### config.mk
export PLATFORM = sky130hd
export DESIGN_NAME = patch_list_stream_validator
export DESIGN_NICKNAME = d
export VERILOG_FILES = /design/src/design/plsv_pkg.sv /design/src/design/plsv_cfg_regs.sv /design/src/design/plsv_stream_core.sv /design/src/design/plsv_result_stage.sv /design/src/design/patch_list_stream_validator.sv
export VERILOG_INCLUDE_DIRS = /design/src /design/src/design
export SDC_FILE = /design/constraint.sdc
export NUM_CORES = 2
export LEC_CHECK = 0
export BUFFER_PORTS_ARGS = -buffer_cell sky130_fd_sc_hd__buf_2
export CORE_UTILIZATION = 40
export DETAILED_ROUTE_END_ITERATION = 12
export HOLD_SLACK_MARGIN = 0.06
export PLACE_DENSITY = 0.64
export SLEW_MARGIN = 20
export SYNTH_ARGS = -nofsm -noshare
export SYNTH_HDL_FRONTEND = slang
export SYNTH_SLANG_ARGS = --single-unit
### constraint.sdc
create_clock -name clk -period 8.3 [get_ports clk]
set_input_delay 0.415 -clock clk [delete_from_list [all_inputs] [get_ports clk]]
set_output_delay 0.415 -clock clk [all_outputs]
set_load 0.05 [all_outputs]
### src/design/patch_list_stream_validator_defines.svh
// ----------------------------------------------------------------------------
// Patch-list stream validator assertion macros
// Shared property forms for the validator checks.
// ----------------------------------------------------------------------------
`ifndef PATCH_LIST_STREAM_VALIDATOR_DEFINES_SVH
`define PATCH_LIST_STREAM_VALIDATOR_DEFINES_SVH

// same-cycle implication, disabled during reset
`define PLSV_ASSERT_IMP(lbl, clk, rst_n, ante, cons, msg) \
  lbl: assert property (@(posedge clk) disable iff (!rst_n) (ante) |-> (cons)) \
    else $error(msg);

// next-cycle implication, disabled during reset
`define PLSV_ASSERT_NXT(lbl, clk, rst_n, ante, cons, msg) \
  lbl: assert property (@(posedge clk) disable iff (!rst_n) (ante) |=> (cons)) \
    else $error(msg);

`endif

### src/design/plsv_pkg.sv
// ----------------------------------------------------------------------------
// plsv_pkg
// Types and constants shared by the patch-list stream validator.
// ----------------------------------------------------------------------------
`timescale 1ns / 1ps

package plsv_pkg;

  localparam logic [63:0] HDR_LEN       = 64'd24;
  localparam logic [63:0] HDR_LAST_POS  = 64'd23;
  // largest item count whose required length still fits in 64 bits
  localparam logic [63:0] MAX_ITEMS     = 64'h3333_3333_3333_332E;

  localparam logic        REG_MAGIC     = 1'b0;
  localparam logic        REG_VERSION   = 1'b1;

  typedef enum logic [2:0] {
    ST_OK           = 3'd0,
    ST_SHORT_HEADER = 3'd1,
    ST_BAD_MAGIC    = 3'd2,
    ST_BAD_VERSION  = 3'd3,
    ST_SHORT_BODY   = 3'd4,
    ST_INDEX_RANGE  = 3'd5,
    ST_INDEX_ORDER  = 3'd6
  } plsv_status_t;

  typedef enum logic [1:0] {
    FAULT_NONE  = 2'd0,
    FAULT_RANGE = 2'd1,
    FAULT_ORDER = 2'd2
  } plsv_fault_t;

  typedef struct packed {
    logic         valid;
    plsv_status_t status;
    logic [63:0]  target_bytes;
    logic [63:0]  item_total;
  } plsv_result_t;

endpackage

### src/design/plsv_cfg_regs.sv
// ----------------------------------------------------------------------------
// plsv_cfg_regs
// APB register file holding the expected magic word and format version.
// ----------------------------------------------------------------------------
`timescale 1ns / 1ps

module plsv_cfg_regs
  import plsv_pkg::*;
(
  input  logic        clk,
  input  logic        rst_n,
  input  logic        psel,
  input  logic        penable,
  input  logic        pwrite,
  input  logic [2:0]  paddr,
  input  logic [31:0] pwdata,
  output logic [31:0] prdata,
  output logic        pready,
  output logic [31:0] expected_magic,
  output logic [31:0] expected_version
);

  logic [31:0] magic_r;
  logic [31:0] magic_nxt;
  logic [31:0] version_r;
  logic [31:0] version_nxt;
  logic        wr_en;

  assign pready = 1'b1;
  assign wr_en  = psel && penable && pwrite;

  always_comb begin
    magic_nxt   = magic_r;
    version_nxt = version_r;
    prdata      = 32'd0;
    unique case (paddr[2])
      REG_MAGIC: begin
        prdata = magic_r;
        if (wr_en) magic_nxt = pwdata;
      end
      REG_VERSION: begin
        prdata = version_r;
        if (wr_en) version_nxt = pwdata;
      end
      default: prdata = 32'd0;
    endcase
  end

  always_ff @(posedge clk) begin
    if (!rst_n) begin
      magic_r   <= 32'd0;
      version_r <= 32'd0;
    end else begin
      magic_r   <= magic_nxt;
      version_r <= version_nxt;
    end
  end

  assign expected_magic   = magic_r;
  assign expected_version = version_r;

endmodule

### src/design/plsv_stream_core.sv
// ----------------------------------------------------------------------------
// plsv_stream_core
// Per-byte header assembly, index checking and final status selection.
// ----------------------------------------------------------------------------
`timescale 1ns / 1ps

module plsv_stream_core
  import plsv_pkg::*;
(
  input  logic         clk,
  input  logic         rst_n,
  input  logic         accept,
  input  logic [7:0]   data_byte,
  input  logic         last_byte,
  input  logic [31:0]  expected_magic,
  input  logic [31:0]  expected_version,
  output plsv_result_t res
);

  logic [63:0] seen_r,      seen_nxt;
  logic [31:0] magic_r,     magic_nxt;
  logic [31:0] version_r,   version_nxt;
  logic [63:0] target_r,    target_nxt;
  logic [63:0] count_r,     count_nxt;
  logic [31:0] asm_r,       asm_nxt;
  logic [31:0] prev_r,      prev_nxt;
  logic        have_prev_r, have_prev_nxt;
  logic [63:0] remain_r,    remain_nxt;
  logic [63:0] need_m1_r,   need_m1_nxt;
  logic        too_big_r,   too_big_nxt;
  plsv_fault_t fault_r,     fault_nxt;

  logic        sat;
  logic        take;
  logic        hdr_phase;
  logic        hdr_end;
  logic [4:0]  pos;
  logic [1:0]  lane;
  logic [65:0] need_wide;
  logic [31:0] idx_word;
  logic        range_bad;
  logic        order_bad;
  logic        short_hdr;
  logic        short_body;
  plsv_status_t status;

  assign sat       = &seen_r;
  assign take      = accept && !sat;
  assign hdr_phase = seen_r < HDR_LEN;
  assign hdr_end   = seen_r == HDR_LAST_POS;
  assign pos       = seen_r[4:0];
  assign lane      = seen_r[1:0];

  // header field assembly
  always_comb begin
    magic_nxt   = magic_r;
    version_nxt = version_r;
    target_nxt  = target_r;
    count_nxt   = count_r;
    if (take && hdr_phase) begin
      priority if (pos[4:3] == 2'b00 && !pos[2]) begin
        magic_nxt[{pos[1:0], 3'b000} +: 8] = data_byte;
      end else if (pos[4:3] == 2'b00) begin
        version_nxt[{pos[1:0], 3'b000} +: 8] = data_byte;
      end else if (pos[4:3] == 2'b01) begin
        target_nxt[{pos[2:0], 3'b000} +: 8] = data_byte;
      end else begin
        count_nxt[{pos[2:0], 3'b000} +: 8] = data_byte;
      end
    end
  end

  // required length minus one: 23 + 5 * count
  assign need_wide = {count_nxt, 2'b00} + {2'b00, count_nxt} + 66'd23;

  assign idx_word  = {data_byte, asm_r[23:0]};
  assign range_bad = (target_r[63:32] == 32'd0) && (idx_word >= target_r[31:0]);
  assign order_bad = have_prev_r && (idx_word <= prev_r);

  always_comb begin
    seen_nxt      = seen_r;
    asm_nxt       = asm_r;
    prev_nxt      = prev_r;
    have_prev_nxt = have_prev_r;
    remain_nxt    = remain_r;
    need_m1_nxt   = need_m1_r;
    too_big_nxt   = too_big_r;
    fault_nxt     = fault_r;

    if (take) begin
      seen_nxt = seen_r + 64'd1;
      if (hdr_phase) begin
        if (hdr_end) begin
          remain_nxt    = count_nxt;
          have_prev_nxt = 1'b0;
          need_m1_nxt   = need_wide[63:0];
          too_big_nxt   = count_nxt > MAX_ITEMS;
        end
      end else if (remain_r != 64'd0) begin
        asm_nxt[{lane, 3'b000} +: 8] = data_byte;
        if (lane == 2'b11) begin
          if (fault_r == FAULT_NONE) begin
            priority if (range_bad) fault_nxt = FAULT_RANGE;
            else if (order_bad) fault_nxt = FAULT_ORDER;
          end
          prev_nxt      = idx_word;
          have_prev_nxt = 1'b1;
          remain_nxt    = remain_r - 64'd1;
        end
      end
    end

    // buffer length after this byte, compared through the pre-decremented bound
    short_hdr  = !sat && (seen_r < HDR_LAST_POS);
    short_body = hdr_end ? (count_nxt != 64'd0)
                         : (too_big_r || (!sat && (seen_r < need_m1_r)));

    priority if (short_hdr)                       status = ST_SHORT_HEADER;
    else if (magic_r != expected_magic)           status = ST_BAD_MAGIC;
    else if (version_r != expected_version)       status = ST_BAD_VERSION;
    else if (short_body)                          status = ST_SHORT_BODY;
    else if (fault_nxt == FAULT_RANGE)            status = ST_INDEX_RANGE;
    else if (fault_nxt == FAULT_ORDER)            status = ST_INDEX_ORDER;
    else                                          status = ST_OK;

    res.valid        = accept && last_byte;
    res.status       = status;
    res.target_bytes = short_hdr ? 64'd0 : target_nxt;
    res.item_total   = short_hdr ? 64'd0 : count_nxt;
  end

  always_ff @(posedge clk) begin
    if (!rst_n || (accept && last_byte)) begin
      seen_r      <= 64'd0;
      magic_r     <= 32'd0;
      version_r   <= 32'd0;
      target_r    <= 64'd0;
      count_r     <= 64'd0;
      asm_r       <= 32'd0;
      prev_r      <= 32'd0;
      have_prev_r <= 1'b0;
      remain_r    <= 64'd0;
      need_m1_r   <= 64'd0;
      too_big_r   <= 1'b0;
      fault_r     <= FAULT_NONE;
    end else begin
      seen_r      <= seen_nxt;
      magic_r     <= magic_nxt;
      version_r   <= version_nxt;
      target_r    <= target_nxt;
      count_r     <= count_nxt;
      asm_r       <= asm_nxt;
      prev_r      <= prev_nxt;
      have_prev_r <= have_prev_nxt;
      remain_r    <= remain_nxt;
      need_m1_r   <= need_m1_nxt;
      too_big_r   <= too_big_nxt;
      fault_r     <= fault_nxt;
    end
  end

endmodule

### src/design/plsv_result_stage.sv
// ----------------------------------------------------------------------------
// plsv_result_stage
// Output register for the status transaction; frees the input side when empty
// or draining.
// ----------------------------------------------------------------------------
`timescale 1ns / 1ps

module plsv_result_stage
  import plsv_pkg::*;
(
  input  logic         clk,
  input  logic         rst_n,
  input  plsv_result_t res,
  input  logic         out_ready,
  output logic         slot_free,
  output logic         out_valid,
  output logic [2:0]   out_status,
  output logic [63:0]  out_target_bytes,
  output logic [63:0]  out_item_total
);

  logic         valid_r;
  logic         valid_nxt;
  plsv_status_t status_r;
  logic [63:0]  target_r;
  logic [63:0]  items_r;

  assign slot_free = !valid_r || out_ready;

  always_comb begin
    valid_nxt = valid_r;
    if (res.valid) begin
      valid_nxt = 1'b1;
    end else if (out_ready) begin
      valid_nxt = 1'b0;
    end
  end

  always_ff @(posedge clk) begin
    if (!rst_n) begin
      valid_r <= 1'b0;
    end else begin
      valid_r <= valid_nxt;
    end
  end

  // hold payload until a new transaction lands
  always_ff @(posedge clk) begin
    if (res.valid) begin
      status_r <= res.status;
      target_r <= res.target_bytes;
      items_r  <= res.item_total;
    end
  end

  assign out_valid        = valid_r;
  assign out_status       = status_r;
  assign out_target_bytes = target_r;
  assign out_item_total   = items_r;

endmodule

### src/design/patch_list_stream_validator.sv
// ----------------------------------------------------------------------------
// patch_list_stream_validator
// Byte-stream checker for patch-list buffers: header, index range and order.
//
//   channel  | ports                                   | moves
//   ---------+-----------------------------------------+-----------------------
//   in       | in_valid/in_ready, in_data_byte, last   | one buffer byte
//   out      | out_valid/out_ready, status, counts     | one status per buffer
//   cfg      | psel/penable/pwrite/paddr/pwdata/prdata | magic, version regs
//
// One byte per clock while in_ready is high; bytes decode in the cycle taken.
// The registered status appears in the cycle after the last byte is taken.
// in_ready drops only while a status waits with out_ready low.
// Synchronous active-low reset clears all stream state and both registers.
// ----------------------------------------------------------------------------
`timescale 1ns / 1ps

module patch_list_stream_validator
  import plsv_pkg::*;
(
  input  logic        clk,
  input  logic        rst_n,
  input  logic        in_valid,
  output logic        in_ready,
  input  logic [7:0]  in_data_byte,
  input  logic        in_last_byte,
  output logic        out_valid,
  input  logic        out_ready,
  output logic [2:0]  out_status,
  output logic [63:0] out_target_bytes,
  output logic [63:0] out_item_total,
  input  logic        psel,
  input  logic        penable,
  input  logic        pwrite,
  input  logic [2:0]  paddr,
  input  logic [31:0] pwdata,
  output logic [31:0] prdata,
  output logic        pready
);

`include "patch_list_stream_validator_defines.svh"

  logic         accept;
  logic [31:0]  expected_magic;
  logic [31:0]  expected_version;
  plsv_result_t res;

  assign accept = in_valid && in_ready;

  plsv_cfg_regs u_cfg (
    .clk              (clk),
    .rst_n            (rst_n),
    .psel             (psel),
    .penable          (penable),
    .pwrite           (pwrite),
    .paddr            (paddr),
    .pwdata           (pwdata),
    .prdata           (prdata),
    .pready           (pready),
    .expected_magic   (expected_magic),
    .expected_version (expected_version)
  );

  plsv_stream_core u_core (
    .clk              (clk),
    .rst_n            (rst_n),
    .accept           (accept),
    .data_byte        (in_data_byte),
    .last_byte        (in_last_byte),
    .expected_magic   (expected_magic),
    .expected_version (expected_version),
    .res              (res)
  );

  plsv_result_stage u_result (
    .clk              (clk),
    .rst_n            (rst_n),
    .res              (res),
    .out_ready        (out_ready),
    .slot_free        (in_ready),
    .out_valid        (out_valid),
    .out_status       (out_status),
    .out_target_bytes (out_target_bytes),
    .out_item_total   (out_item_total)
  );

  `PLSV_ASSERT_IMP(a_stall_blocks_input, clk, rst_n, out_valid && !out_ready, !in_ready, "input taken while status stalled")
  `PLSV_ASSERT_NXT(a_last_gives_status, clk, rst_n, in_valid && in_ready && in_last_byte, out_valid, "no status after last byte")
  `PLSV_ASSERT_IMP(a_short_hdr_zero, clk, rst_n, out_valid && (out_status == ST_SHORT_HEADER), (out_target_bytes == 64'd0) && (out_item_total == 64'd0), "short header status with nonzero counts")

endmodule
==> impl_metrics.ini <==
[run_status]
status = finished, final reports clean

[floorplanning]
start_util = 0.404
die_area_sq_mm = 0.0873
io_pins = 217
die_w_um = 295
die_h_um = 295
design.core.area_sq_mm = 0.0853
rows = 107

[routing]
drt_iter0_markers = 2276
drt_first_pass_iters = 6
wire_per_inst_um = 20.5
vias_per_cell = 5.48
wirelength_um = 114000
antenna_left = 0
vias = 30300
drc = 0

[worst_setup_path]
crit_chain = nor4_1 -> and3_1 -> and3_1 -> buf_4 -> nand3_1 -> buf_4 -> mux2i_1 -> inv_1 -> ha_1 -> ha_1 -> a21oi_1 -> o21ai_0 -> or4_1 -> a311oi_1 -> o31a_1 -> o21bai_1 -> a311oi_1 -> o21ai_0 -> xor2_1 -> nand2_1 -> a21oi_1
end_kind = flop
critPathSlowestCell = nor4_1
cp_top_family = simple AND/OR/NAND/NOR gates
critPathMaxStageDelay_ps = 690
path_class = flop to flop
cp_max_fo = 11
crit_required_ps = 8780
cp.arrival_ps = 7590
crit_buf_inv = 3
cp-start-kind = flop

[synthesis]
synth-main-ff-cell = dfxtp_1
syn_nets = 4427
synth_area_leaders = dfxtp_1, edfxtp_1, ha_1, nor2_1, nand2_1
synthCells = 4112
synth_edf_count = 131
yosysWarnings = 0
syn_avg_cell_area_sq_um = 8.38
synthTopCellsByCount = nor2_1, nand2_1, dfxtp_1, a21oi_1, ha_1
synth_cell_type_count = 82
synth_seq_area_share = 0.410
synth_top_area_share = 0.296
synthArstFlopShare = 0
synth.ff_latch_count = 640
synth_most_common_cell = nor2_1
netlist_area_sq_mm = 0.0344
synth_largest_area_cell = dfxtp_1

[cts]
clockBufferDepth = 3
htree_levels = 3
cts_buffers = 77
cts.sinks = 640
clk_pin_slew_ps = 60
clock-root-buffer = clkbuf_16
cts_tree = built
clk_latency_ps = 650

[layout]
area_delta_synth_final_pct = 15.8
fin_nets = 4633
finalNonFillerCells = 5526
antenna_cells = 0
drive_above_1_share = 0.111

[timing]
slew_violations = 0
worstMarginPinSlew_ps = 1130
finalHoldViolCount = 0
setup_viol = 0
worst_slack_ps = 1190
post-route-min-period_ps = 7110
rsz0062_at_grt = false
relSlewSlack = 0.244
min_period_over_period = 0.857
fmax_mhz = 141
fin_skew_ps = 37.5
tns_ps = 0

[place]
port_buffers = 213
place_hpwl_um = 83100
pre_cts_slack_ps = 1320
routabilityCongestion = 0.969
placed_cells = 5351

[pwr]
total_power_mw = 7.25
pwr_density_cell_mw_per_mm2 = 182
max-vdd-ir-drop_v = 0.000141
p_leak_nw = 16.8

[global_routing]
gr-total-overflow = 0
grt_pass1_wl_um = 170000
grt_antenna_before_repair = 0
grt_max_degree = 94
grt_pass1_vias = 28500
grtUsageTotal = 0.255

[job]
drv_cap = 0

[hold_path]
hp-class = primary input to flop
## final cells by class
cell class / count / area [sq um]
flip-flops and latches: 640 / 14100
clock inverters: 45 / 618
inverters: 223 / 842
multi-input cells: 3061 / 18800
repair buffers: 315 / 1910
clock buffers: 98 / 2130
fillers: 8393 / 45400
well taps: 1144 / 1430
## path summary, 6_finish.rpt
kind                                                   startpoint                                 to  slack (ps)  cells past startpoint
worst max-delay path               u_core.seen_r[20]$_SDFFE_PP0N_  u_core.need_m1_r[44]$_SDFFE_PP0P_        1190                     21
worst min-delay path                                    out_ready    u_result.out_valid$_SDFFE_PN0P_         150                      3
worst max register to register     u_core.seen_r[20]$_SDFFE_PP0N_  u_core.need_m1_r[44]$_SDFFE_PP0P_        1190                     21
worst min register to register  u_core.need_m1_r[44]$_SDFFE_PP0P_  u_core.need_m1_r[44]$_SDFFE_PP0P_         450                      2
## cells in the final DEF, fill, tap and decap left out, types with 37 or more instances in the layout
cell | Yosys | final
edfxtp_1 | 131 | 131
inv_1 | 223 | 222
mux2i_1 | 58 | 58
a21boi_0 | 68 | 68
or3_1 | 40 | 40
a21o_1 | 87 | 87
clkbuf_16 | 0 | 79
xnor2_1 | 72 | 72
nor2_1 | 644 | 641
nand2_1 | 510 | 508
nand3_1 | 81 | 81
buf_2 | 4 | 213
nor3_1 | 86 | 86
nand4_1 | 65 | 65
buf_4 | 3 | 70
a21oi_1 | 355 | 355
dfxtp_1 | 509 | 509
ha_1 | 263 | 263
nor4_1 | 78 | 76
mux2_2 | 37 | 37
o21ai_0 | 112 | 112
xor2_1 | 152 | 152
## sequential cells by signal, summed over array words and instances, names as in the netlist, 64 cells and up
register,cells
u_core.need_m1_r,64
u_core.target_r,64
u_core.remain_r,64
u_result.out_item_total,64
u_core.seen_r,64
u_result.out_target_bytes,64
u_core.count_r,64
## worst min-delay path: stages
cell and delay (ps):
buf_2 70, nand2b_1 150, a21boi_0 100
## where the power goes
| part | total, mW | switching (mW) | leakage [nW] | internal [mW] |
|---|---|---|---|---|
| combinational | 0.398 | 0.309 | 10.1 | 0.0892 |
| sequential | 3.22 | 0.0169 | 5.37 | 3.20 |
| clock | 3.63 | 1.45 | 1.33 | 2.18 |
## stage by stage
| step | area [sq um] | hold slack [ps] | util |
|---|---|---|---|
| final | 39900 | 150 | 0.468 |
| after floorplan | 34400 | 425 | - |
| after CTS | 39900 | 114 | 0.468 |
| after detailed placement | 36800 | 445 | 0.432 |
| after global placement | 36800 | 439 | 0.432 |
| after global routing | 39900 | 155 | 0.468 |
## metal layers
metal / vias to the layer above / part of all wire / track usage
li1: 14600 / - / -
met1: 14500 / 0.42 / 0.322
met2: 927 / 0.48 / 0.434
met3: 240 / 0.054 / 0.0371
met4: 0 / 0.043 / 0.106
met5: - / 0 / 0
## cell families after synthesis
logic type,Yosys count,share of synthesized area
muxes,95,0.0290
xor gates and xnor gates,224,0.0570
AOI/OAI and AO/OA,810,0.145
buffers and inverters,411,0.0453
and+or+nand+nor,1667,0.218
other,1,0.000109
DFF,640,0.410
adders and majority gates,264,0.0961
## repair_timing
action                    4_1_cts  5_1_grt
resized for setup               0        0
buffers inserted                0        0
hold endpoints to repair       63        0
hold buffers                   32        0
Power figures use the tool's default switching activity.
